## config.mk

```make
export PLATFORM = sky130hd
export DESIGN_NAME = mtm_cell
export DESIGN_NICKNAME = d
export VERILOG_FILES = /design/src/multi_timer_manager_macros.svh /design/src/mtm_pkg.sv /design/src/mtm_cell.sv
export SDC_FILE = /design/constraint.sdc
export NUM_CORES = 1
export LEC_CHECK = 0
export BUFFER_PORTS_ARGS = -buffer_cell sky130_fd_sc_hd__buf_2
export CORE_MARGIN = 2
export CORE_UTILIZATION = 61
export CTS_BUF_LIST = sky130_fd_sc_hd__clkbuf_8
export DETAILED_ROUTE_END_ITERATION = 10
export GPL_TIMING_DRIVEN = 0
export PLACE_DENSITY = 0.89
export SETUP_SLACK_MARGIN = 0.3
export SKIP_CTS_REPAIR_TIMING = 1
export SLEW_MARGIN = 40
export SYNTH_ARGS = -nofsm -noshare
export SYNTH_HDL_FRONTEND = slang
export SYNTH_SLANG_ARGS = --single-unit
```

## constraint.sdc

```tcl
create_clock -name clk -period 8.2 [get_ports clk]
set_input_delay 0.41 -clock clk [delete_from_list [all_inputs] [get_ports clk]]
set_output_delay 0.41 -clock clk [all_outputs]
set_load 0.03 [all_outputs]
```

## src/multi_timer_manager_macros.svh

```systemverilog
`ifndef MULTI_TIMER_MANAGER_MACROS_SVH
`define MULTI_TIMER_MANAGER_MACROS_SVH

// same-cycle implication
`define MTM_ASSERT_NOW(lbl, a, c, msg) \
    lbl: assert property (@(posedge clk) disable iff (!rst_n) (a) |-> (c)) else $error(msg);

// next-cycle implication
`define MTM_ASSERT_NXT(lbl, a, c, msg) \
    lbl: assert property (@(posedge clk) disable iff (!rst_n) (a) |=> (c)) else $error(msg);

`endif

```

## src/mtm_pkg.sv

```systemverilog
package mtm_pkg;

    localparam int NUM_TIMERS_DEF = 16;
    localparam int IDX_W = 8;

    localparam logic [2:0] KIND_TICK   = 3'd0;
    localparam logic [2:0] KIND_CREATE = 3'd1;
    localparam logic [2:0] KIND_START  = 3'd2;
    localparam logic [2:0] KIND_STOP   = 3'd3;
    localparam logic [2:0] KIND_DELETE = 3'd4;
    localparam logic [2:0] KIND_QUERY  = 3'd5;

    localparam logic [2:0] STS_OK          = 3'd0;
    localparam logic [2:0] STS_BAD_OPTION  = 3'd1;
    localparam logic [2:0] STS_NONE_FREE   = 3'd2;
    localparam logic [2:0] STS_UNUSED      = 3'd3;
    localparam logic [2:0] STS_NOT_RUNNING = 3'd4;
    localparam logic [2:0] STS_NO_CALLBACK = 3'd5;

    localparam logic [1:0] TS_UNUSED    = 2'd0;
    localparam logic [1:0] TS_STOPPED   = 2'd1;
    localparam logic [1:0] TS_RUNNING   = 2'd2;
    localparam logic [1:0] TS_COMPLETED = 2'd3;

    localparam logic [1:0] OPT_NONE   = 2'd0;
    localparam logic [1:0] OPT_NO_CB  = 2'd1;

    typedef struct packed {
        logic [2:0]  kind;
        logic [3:0]  target_id;
        logic [31:0] delay;
        logic [31:0] period;
        logic [1:0]  mode_select;
        logic        has_callback;
        logic [1:0]  stop_option;
    } item_in_t;

    typedef struct packed {
        logic [2:0]  status;
        logic [3:0]  timer_id_res;
        logic [1:0]  timer_state;
        logic [31:0] remaining;
        logic [1:0]  callback_use;
        logic        fired;
        logic        last;
    } item_res_t;

    typedef enum logic [2:0] {
        OP_NOP,
        OP_CREATE,
        OP_START,
        OP_STOP,
        OP_DELETE,
        OP_FIRE
    } cell_op_t;

    typedef struct packed {
        cell_op_t          op;
        logic [IDX_W-1:0]  idx;
        logic [31:0]       delay;
        logic [31:0]       period;
        logic              periodic;
        logic              callback;
    } cell_cmd_t;

    typedef enum logic [1:0] {
        S_IDLE,
        S_EXEC,
        S_LOAD,
        S_SCAN
    } fsm_t;

endpackage

```

## src/mtm_cell.sv

```systemverilog
module mtm_cell #(
    parameter int IDX = 0
) (
    input  logic              clk,
    input  logic              rst_n,
    input  mtm_pkg::cell_cmd_t cmd,
    input  logic [31:0]       count,
    input  logic              pend,
    input  logic              prior_in,
    output logic              prior_out,
    output logic              sel,
    output logic              hit,
    output logic [1:0]        st,
    output logic [31:0]       match,
    output logic              periodic,
    output logic              callback
);
    import mtm_pkg::*;

    logic [1:0]  st_reg, st_next;
    logic [31:0] match_reg, match_next;
    logic [31:0] dly_reg, dly_next;
    logic [31:0] per_reg, per_next;
    logic        periodic_reg, periodic_next;
    logic        cb_reg, cb_next;
    logic        mine;
    logic [31:0] base;

    assign mine      = (cmd.idx == IDX_W'(IDX));
    assign sel       = pend && !prior_in;
    assign prior_out = prior_in || pend;
    assign hit       = (st_reg == TS_RUNNING) && (match_reg == count);
    assign st        = st_reg;
    assign match     = match_reg;
    assign periodic  = periodic_reg;
    assign callback  = cb_reg;

    always_comb
    begin
        st_next       = st_reg;
        match_next    = match_reg;
        dly_next      = dly_reg;
        per_next      = per_reg;
        periodic_next = periodic_reg;
        cb_next       = cb_reg;
        if (cmd.op == OP_CREATE)
            base = cmd.periodic ? cmd.period : cmd.delay;
        else if (cmd.op == OP_FIRE)
            base = per_reg;
        else
            base = periodic_reg ? per_reg : dly_reg;
        case (cmd.op)
            OP_CREATE:
            begin
                if (mine)
                begin
                    dly_next      = cmd.delay;
                    per_next      = cmd.period;
                    periodic_next = cmd.periodic;
                    cb_next       = cmd.callback;
                    match_next    = count + base;
                    st_next       = TS_STOPPED;
                end
            end
            OP_START:
            begin
                if (mine)
                begin
                    match_next = count + base;
                    st_next    = TS_RUNNING;
                end
            end
            OP_STOP:
            begin
                if (mine)
                    st_next = TS_STOPPED;
            end
            OP_DELETE:
            begin
                if (mine)
                    st_next = TS_UNUSED;
            end
            OP_FIRE:
            begin
                if (sel)
                begin
                    if (periodic_reg)
                        match_next = count + base;
                    else
                        st_next = TS_COMPLETED;
                end
            end
            default:
            begin
            end
        endcase
    end

    always_ff @(posedge clk or negedge rst_n)
    begin
        if (!rst_n)
            st_reg <= TS_UNUSED;
        else
            st_reg <= st_next;
    end

    always_ff @(posedge clk)
    begin
        match_reg    <= match_next;
        dly_reg      <= dly_next;
        per_reg      <= per_next;
        periodic_reg <= periodic_next;
        cb_reg       <= cb_next;
    end

endmodule

```

# Word-level counts from Yosys, hierarchy flattened
# Cells that the tools add are included.
totals:
  elab_cells: 47
  latch_bits: 0
  ramBits: 0
  mem_bits_ro: 0
  inputBits: 113
  ff_bits: 100
  n_memories: 0
  output_inout_bits: 39
classes:
  n_lt_le_gt_ge: 0
  mul: 0
  bitwise_logic: 0
  shift: 0
  div_mod_pow: 0
  reduce_logical: 12
  muxes: 14
  addsub: 1
  n_eq_ne: 14
ops:
  columns: ["cell", "count"]
  rows:
  - ["32-bit 2-to-1 mux", 7]
  - ["32-bit case mux with 2 select lines", 1]
  - ["32-bit adder", 1]
  - ["32-bit == test", 1]
  - ["2-bit 2-to-1 mux", 5]
  - ["2-bit != test, second input constant", 5]
  - ["8-bit logical NOT", 1]
  - ["2-bit case mux with 4 select lines", 1]
  - ["3-bit by 2-bit == test with 1-bit output, second input constant", 2]
  - ["3-bit == test, second input constant", 2]
  - ["6-bit AND reduction", 1]
  - ["2-bit by 1-bit != test with 1-bit output, second input constant", 2]
  - ["4-bit AND reduction", 1]
  - ["4-bit nonzero test", 1]
  - ["2-bit OR reduction", 2]
  - ["3-bit by 1-bit == test with 1-bit output, second input constant", 1]
  - ["2-bit == test, second input constant", 1]
  - ["1-bit logical AND", 2]
  - ["2-bit AND reduction", 1]
  - ["2-bit nonzero test", 1]
  - ["1-bit logical NOT", 1]
  - ["1-bit logical OR", 1]

# Logic depth before layout (Yosys ltp)
# Gate-level depths: netlist of the first run.
logic_depth:
  word_depth: 7
  mapped_depth: 17

# Least setup slack after synthesis of the first run
# No wires, ideal clock.
synth_path:
  kind: "input port to flip-flop"
  start: "input port cmd[74] in the netlist's numbering"
  end: "register cb_reg (netlist: callback), enable pin"
  cell_stages: 6
  t_required_ns: 7.710
  slack_ns: 3.744
  t_arrival_ns: 3.965
  n_path_buf: 3
  setup_ns: 0.490
  cell_sequence: "buf_2 -> nor2b_4 -> nand2b_1 -> buf_2 -> clkbuf_1 -> nor2_1"
synth_between:
  elab_chain_cells: 2
synth_rtl:
  columns: ["item", "line", "rtl"]
  rows:
  - ["from (decl)", "mtm_cell.sv:6", "input mtm_pkg::cell_cmd_t cmd,"]
  - ["3-bit by 1-bit == test with 1-bit output", "mtm_cell.sv:52", "case (cmd.op)"]
  - ["2-bit AND reduction (no line)", null, null]
  - ["to (signal assigned)", "mtm_cell.sv:113", "cb_reg <= cb_next;"]
  - ["to (decl)", "mtm_cell.sv:25", "logic cb_reg, cb_next;"]
# Every way passes these cells.
# A chain may end at the register's enable or synchronous reset.

# Final worst setup path of the first run
layout_path:
  start: "input port cmd[1] in the netlist's numbering"
  end: "register match_reg[30] (netlist: match[30]) (data pin)"
layout_between:
  elab_chain_cells: 6
layout_rtl:
  columns: ["item", "line", "rtl"]
  rows:
  - ["32-bit 2-to-1 mux (*)", "mtm_cell.sv:47", "base = cmd.periodic ? cmd.period : cmd.delay;"]
  - ["32-bit 2-to-1 mux (*)", "mtm_cell.sv:46", "if (cmd.op == OP_CREATE)"]
  - ["32-bit adder (*)", "mtm_cell.sv:61, mtm_cell.sv:69, mtm_cell.sv:88", null]
  - ["32-bit 2-to-1 mux", "mtm_cell.sv:87", "if (periodic_reg)"]
  - ["32-bit 2-to-1 mux", "mtm_cell.sv:85", "if (sel)"]
  - ["32-bit case mux with 2 select lines (*)", "mtm_cell.sv:52", null]
  - ["named net match_next[30]", "mtm_cell.sv:21", "logic [31:0] match_reg, match_next;"]
  - ["to (signal assigned)", "mtm_cell.sv:109", "match_reg <= match_next;"]
  - ["to (decl)", "mtm_cell.sv:21", null]
# The timed path passes the listed nets; every way through them passes the cells marked *. The select of a mux whose other input is x is not followed.

==> results of run 1 <==
## stage by stage
step	worst slack [ps]	instances	instance area, um^2	hold WS (ps)	utilization, %
after floorplan	3740	610	6420	114	-
after global placement	2520	895	7330	194	71.4
after detailed placement	3460	901	7450	201	72.5
after CTS	3830	917	7670	-207	74.7
after global routing	3520	918	7690	201	74.8
final	3760	918	7690	206	74.8
## layout make-up
type | instances | area [um^2]
Sequential cell | 100 | 2990
Buffer | 33 | 154
Timing Repair Buffer | 156 | 852
Tap cell | 136 | 170
Clock buffer | 9 | 124
Fill cell | 745 | 2590
Multi-Input combinational cell | 464 | 3250
Inverter | 13 | 48.8
Clock inverter | 7 | 100
## cells in the final DEF (no fill, tap or decap), types with 6 or more instances in the layout
master,Yosys,final
a21o_1,14,14
edfxtp_1,98,98
a31oi_1,35,35
mux2i_1,6,6
buf_2,6,155
a21oi_1,33,32
nor2_1,11,10
o21ai_0,15,15
a211oi_1,33,33
nand2_1,91,91
inv_1,13,13
xor2_1,23,23
xnor2_1,38,38
nor4_1,7,7
nor2b_1,32,32
clkbuf_1,20,20
clkbuf_8,0,9
buf_4,4,6
nand4_1,16,16
ha_1,34,34
## layer usage
metal / GRT usage [%] / routed length [um] / share of wire, %
met2: 54.5 / 8710 / 49
met4: 13.6 / 705 / 4.0
met3: 5.35 / 1820 / 10
met5: 0 / 0 / 0
met1: 39.5 / 6550 / 37
## report_power, final
group | switching, mW | internal [mW] | total (mW) | leakage [nW]
Sequential | 0.00359 | 0.572 | 0.575 | 0.905
Combinational | 0.154 | 0.108 | 0.263 | 2.04
Clock | 0.181 | 0.173 | 0.355 | 0.102
## how the worst min path moves through the flow
stage | from | to | slack (ps) | depth (start not counted)
floorplan | rst_n | st[0] | 110 | 0
CTS | rst_n | st[0] | -210 | 1
detailed placement | rst_n | st[1] | 200 | 1
global route | cmd[0] | callback | 200 | 1
global placement | rst_n | st[1] | 190 | 1
finish | cmd[0] | callback | 210 | 1
## logic make-up (layout without fill, tap and decap cells)
logic type	after synthesis	after routing	share of synthesized area, %
AND/OR/NAND/NOR	188	188	14.7
buffers and inverters	46	218	3.16
adder cells (fa/ha/maj)	35	35	6.94
AO/OA/AOI/OAI	173	173	19.1
multiplexers	7	7	1.11
flip-flops	100	100	46.6
XOR/XNOR	61	61	8.33
==> run_results.csv, run 1 <==
group,metric,value,unit
run_status,status,"finished clean",
worst_setup_path,crit_end,"match[30]",
worst_setup_path,cpMaxStageDelayCell,"clkbuf_1",
synth,synth_most_common_cell,"edfxtp_1",
clocking,cts_buffers,9,
worst_setup_path,reg2reg_depth,14,
timing,finalSetupTns,0,ps
drt,wire_per_inst,19.4,um
worst_hold_path,hold_path.class,"input port to flop",
worst_setup_path,critPathLaunchType,"input port",
worst_setup_path,cp.required,8330,ps
synth,syn-instance-count,610,
synth,seq_area_frac_synth,46.6,%
drt,vias_per_cell,6.32,
drt,num_vias,5801,
clocking,cts_tree,"built",
die,core_region_area,10300,um^2
synth,synth_top_area_share,45.9,%
global_route,grt_pass1_vias,5761,
synth,ys.warnings.count,0,
synth,ys_ff_latch,100,
clocking,cts_root_buf,"clkbuf_8",
worst_setup_path,regToRegSetupSlack,4010,ps
cells_and_area,nets,925,
worst_setup_path,worst-setup-path-type,"input port to flop",
die,io_pins,152,
synth,synth_cell_types,63,
timing,finalClockSkew,12.4,ps
timing,finalCriticalPeriod,4440,ps
die,start_util,62.4,%
synth,async_flop_share,2.00,%
placement,place_hpwl,13.7,mm
cells_and_area,drive_gt1_share,26.5,%
global_route,grt_pass1_wl,27.8,mm
synth,synth_top_cell_by_area,"edfxtp_1",
die,rows,37,
timing,rsz0062_at_grt,"false",
timing,worstMarginPinSlew,647,ps
synth,synth-edff-count,98,
clocking,clock_sinks,100,
drt,drc,0,
timing,setup_viol,0,
timing,fmax,225,MHz
synth,yosys-top-cells-count,"98 x edfxtp_1, 91 x nand2_1, 38 x xnor2_1",
flow_run,drv_cap,0,
worst_setup_path,timing.rr.end,"match[30]",
worst_setup_path,crit_fanout,10,
synth,synthesis.area,6420,um^2
cells_and_area,area_delta_synth_final,19.8,%
clocking,cts.path.max_buffers,2,
power_and_ir_drop,pwr_density_cell,155,nW/um^2
die,die_w,107,um
synth,synth_nets,758,
worst_setup_path,crit_family,"buffers and inverters",
worst_setup_path,critPathMaxStageDelay,570,ps
worst_setup_path,cp.arrival,4570,ps
die,die_area,11400,um^2
worst_setup_path,cp_num_cells,16,
timing,hold_viol_final,0,
worst_setup_path,cp-startpoint,"cmd[1]",
die,die_h,107,um
power_and_ir_drop,vdd_drop_max,0.0955,mV
clocking,htreeDepth,3,
placement,port-buffer-count,149,
synth,yosys-top-cells-area,"edfxtp_1 46%, ha_1 6.6%, nand2_1 5.3%",
timing,fin_crit_sh,54.1,%
power_and_ir_drop,power.total,1.19,mW
placement,place_congestion,0.982,
drt,drt-initial-drc-count,664,
synth,ys.flop_type,"edfxtp_1",
timing,finalMaxSlewViolations,0,
worst_setup_path,cp_cell_sequence,"buf_2 > clkbuf_1 > clkbuf_1 > buf_1 > a211oi_1 > a31oi_1 > ha_1 > inv_1 > fa_1 > nor2b_2 > o2111ai_2 > a31oi_4 > o211ai_2 > a211oi_4 > a31oi_1 > xnor2_1",
worst_setup_path,endpoint_kind,"flop",
global_route,globalRouteOverflowTotal,0,
power_and_ir_drop,p_leak,3.04,nW
drt,drtAntennaViolNets,0,
timing,slew_headroom,56.9,%
clocking,path_clk_slew,90,ps
clocking,clkLatencyLatePin,380,ps
global_route,antenna_found_initial,0,
global_route,grt_util_all_layers,31.7,%
drt,routed_wl,17.8,mm
global_route,grt_max_degree,24,
cells_and_area,antennaDiodeCount,0,
worst_setup_path,worstReg2RegStart,"periodic",
synth,avgSynthCellArea,10.5,um^2
drt,first_pass_iters,9,
worst_setup_path,cp.buffers_inverters,5,
Power figures use the tool's default switching activity.
==> run 2, diff against run 1 <==
Settings changed: CORE_UTILIZATION 61 to 56, PLACE_DENSITY 0.89 to 0.83.
Clock period 8.2 ns to 4.5 ns, I/O delays scaled along.
==> run 2 against run 1 <==
Compared with the run above:
- hold slack lost 200 ps
- via count shrank 1.8%
- sequential share of layout area shrank 0.27 points
- critical endpoint unchanged
- largest cell class unchanged
- highest routed layer unchanged
- sequential power grew 83%
- count of clock-buffer cells in the layout is the same
==> run_results.csv, run 2 (synthesized netlist as in run 1, its figures left out) <==
group,metric,value,unit
die,die_w,111,um
run_status,status,"finished clean",
worst_setup_path,critPathLaunchType,"flop",
global_route,grt_pass1_vias,5427,
worst_setup_path,cp.arrival,4150,ps
placement,dpl_cell_area,7450,um^2
clocking,cts_tree,"built",
power_and_ir_drop,pwr_density_cell,269,nW/um^2
placement,port-buffer-count,149,
clocking,htreeDepth,3,
worst_setup_path,regToRegSetupSlack,520,ps
worst_hold_path,hold_path.class,"input port to flop",
timing,hold_viol_final,0,
placement,place_congestion,0.921,
timing,fmax,251,MHz
timing,rsz0062_at_grt,"false",
power_and_ir_drop,vdd_drop_max,0.260,mV
die,die_h,111,um
worst_setup_path,crit_fanout,10,
cells_and_area,area_delta_synth_final,20.6,%
die,die_area,12300,um^2
clocking,path_clk_slew,100,ps
placement,place_hpwl,13.6,mm
worst_setup_path,critPathMaxStageDelay,510,ps
global_route,grt_pass1_wl,27.4,mm
global_route,grt_max_degree,24,
worst_setup_path,cp.required,4670,ps
cells_and_area,layout_common_cells,"155 x buf_2, 98 x edfxtp_1, 91 x nand2_1",
worst_setup_path,worst-setup-path-type,"flop to flop",
timing,fin_ws,515,ps
power_and_ir_drop,p_leak,3.08,nW
flow_run,drv_cap,0,
clocking,clkLatencyLatePin,400,ps
drt,drtAntennaViolNets,0,
worst_setup_path,endpoint_kind,"flop",
drt,wire_per_inst,19.1,um
cells_and_area,nets,934,
die,rows,39,
placement,preCtsSetupSlack,-69.9,ps
worst_setup_path,cp_cell_sequence,"a21oi_2 > clkbuf_1 > nand2_1 > a31oi_1 > ha_1 > clkbuf_1 > a21oi_1 > o21ai_1 > a21oi_1 > o21ai_0 > a221o_1 > a31oi_1 > xnor2_1",
clocking,cts_root_buf,"clkbuf_8",
timing,worstMarginPinSlew,718,ps
die,io_pins,152,
clocking,cts.path.max_buffers,2,
drt,vias_per_cell,6.10,
clocking,clock_sinks,100,
timing,finalClockSkew,10.3,ps
clocking,cts_buffers,9,
drt,routed_wl,17.9,mm
power_and_ir_drop,power.total,2.09,mW
cells_and_area,fin_cells,934,
die,start_util,56.7,%
timing,finalMaxSlewViolations,0,
timing,slew_headroom,52.1,%
cells_and_area,antennaDiodeCount,0,
die,core_region_area,11300,um^2
cells_and_area,drive_gt1_share,26.5,%
timing,fin_crit_sh,88.6,%
global_route,grt_util_all_layers,28.5,%
global_route,globalRouteOverflowTotal,0,
drt,drt-initial-drc-count,522,
drt,drc,0,
global_route,antenna_found_initial,0,
timing,finalCriticalPeriod,3980,ps
worst_setup_path,cpMaxStageDelayCell,"edfxtp_1",
drt,first_pass_iters,7,
cells_and_area,fin_area,7740,um^2
timing,setup_viol,0,
drt,num_vias,5696,
placement,placedCellCount,908,
cells_and_area,n_fill_cell,871,
cells_and_area,final_common_cell,"buf_2",
run 2: cell count changes in the layout (fill, tap and decap cells not counted):
| cell | before | now |
|---|---|---|
| buf_16 | 2 | 1 |
| clkbuf_1 | 20 | 17 |
| buf_6 | 2 | 3 |
| clkinvlp_4 | 3 | 1 |
| clkbuf_2 | 0 | 3 |
| bufinv_16 | 2 | 0 |
| dlygate4sd3_1 | 1 | 10 |
| clkinv_4 | 1 | 3 |
| buf_8 | 1 | 2 |
| buf_4 | 6 | 5 |
| inv_6 | 1 | 3 |
run 2: power by group:
group,internal [mW],switching (mW),leakage (nW)
sequential,1.04,0.00625,0.905
clock,0.210,0.351,0.0908
combinational,0.202,0.274,2.08
run 2: final cells by class:
| class | instances | area [um^2] | share of cell area [%] |
|---|---|---|---|
| Clock buffer | 9 | 124 | 1.60 |
| Buffer | 33 | 158 | 2.04 |
| Sequential cell | 100 | 2990 | 38.7 |
| Inverter | 13 | 48.8 | 0.630 |
| Clock inverter | 7 | 60.1 | 0.776 |
| Tap cell | 143 | 179 | 2.31 |
| Timing Repair Buffer | 165 | 933 | 12.1 |
| Multi-Input combinational cell | 464 | 3250 | 41.9 |
run 2: metrics by stage:
step | util, % | hold slack (ps) | setup TNS, ps
after floorplan | - | -70.6 | 0
after global placement | 64.9 | 8.52 | -18690
after detailed placement | 65.8 | 15.9 | -201
after CTS | 67.4 | -426 | 0
after global routing | 68.4 | 0.0734 | 0
final | 68.4 | 6.62 | 0
run 2: path summary, 6_finish.rpt:
kind | from | cells after the start | end
max in group asynchronous | rst_n | 2 | st[0]
worst max register to register | periodic | 13 | match[30]
worst max-delay path | periodic | 13 | match[30]
min in group asynchronous | rst_n | 2 | st[1]
worst min register to register | st[0] | 2 | st[0]
worst min-delay path | cmd[59] | 1 | dly_reg[25]
run 2: critical path, delay by kind of cell, from the launching register on:
family                   cells  cell delay [ps]
XOR/XNOR                     1               80
AO/OA/AOI/OAI                8             2100
AND/OR/NAND/NOR              1              110
adder cells (fa/ha/maj)      1              300
buffers and inverters        2              650
flip-flops                   1              510
run 2: per-layer routing:
layer	GRT usage, %	part of all wire [%]	vias up
li1	-	-	2657
met1	36.6	42	2720
met2	47.3	48	281
met3	5.63	7.1	38
met4	12.0	3.3	0
met5	0	0	-
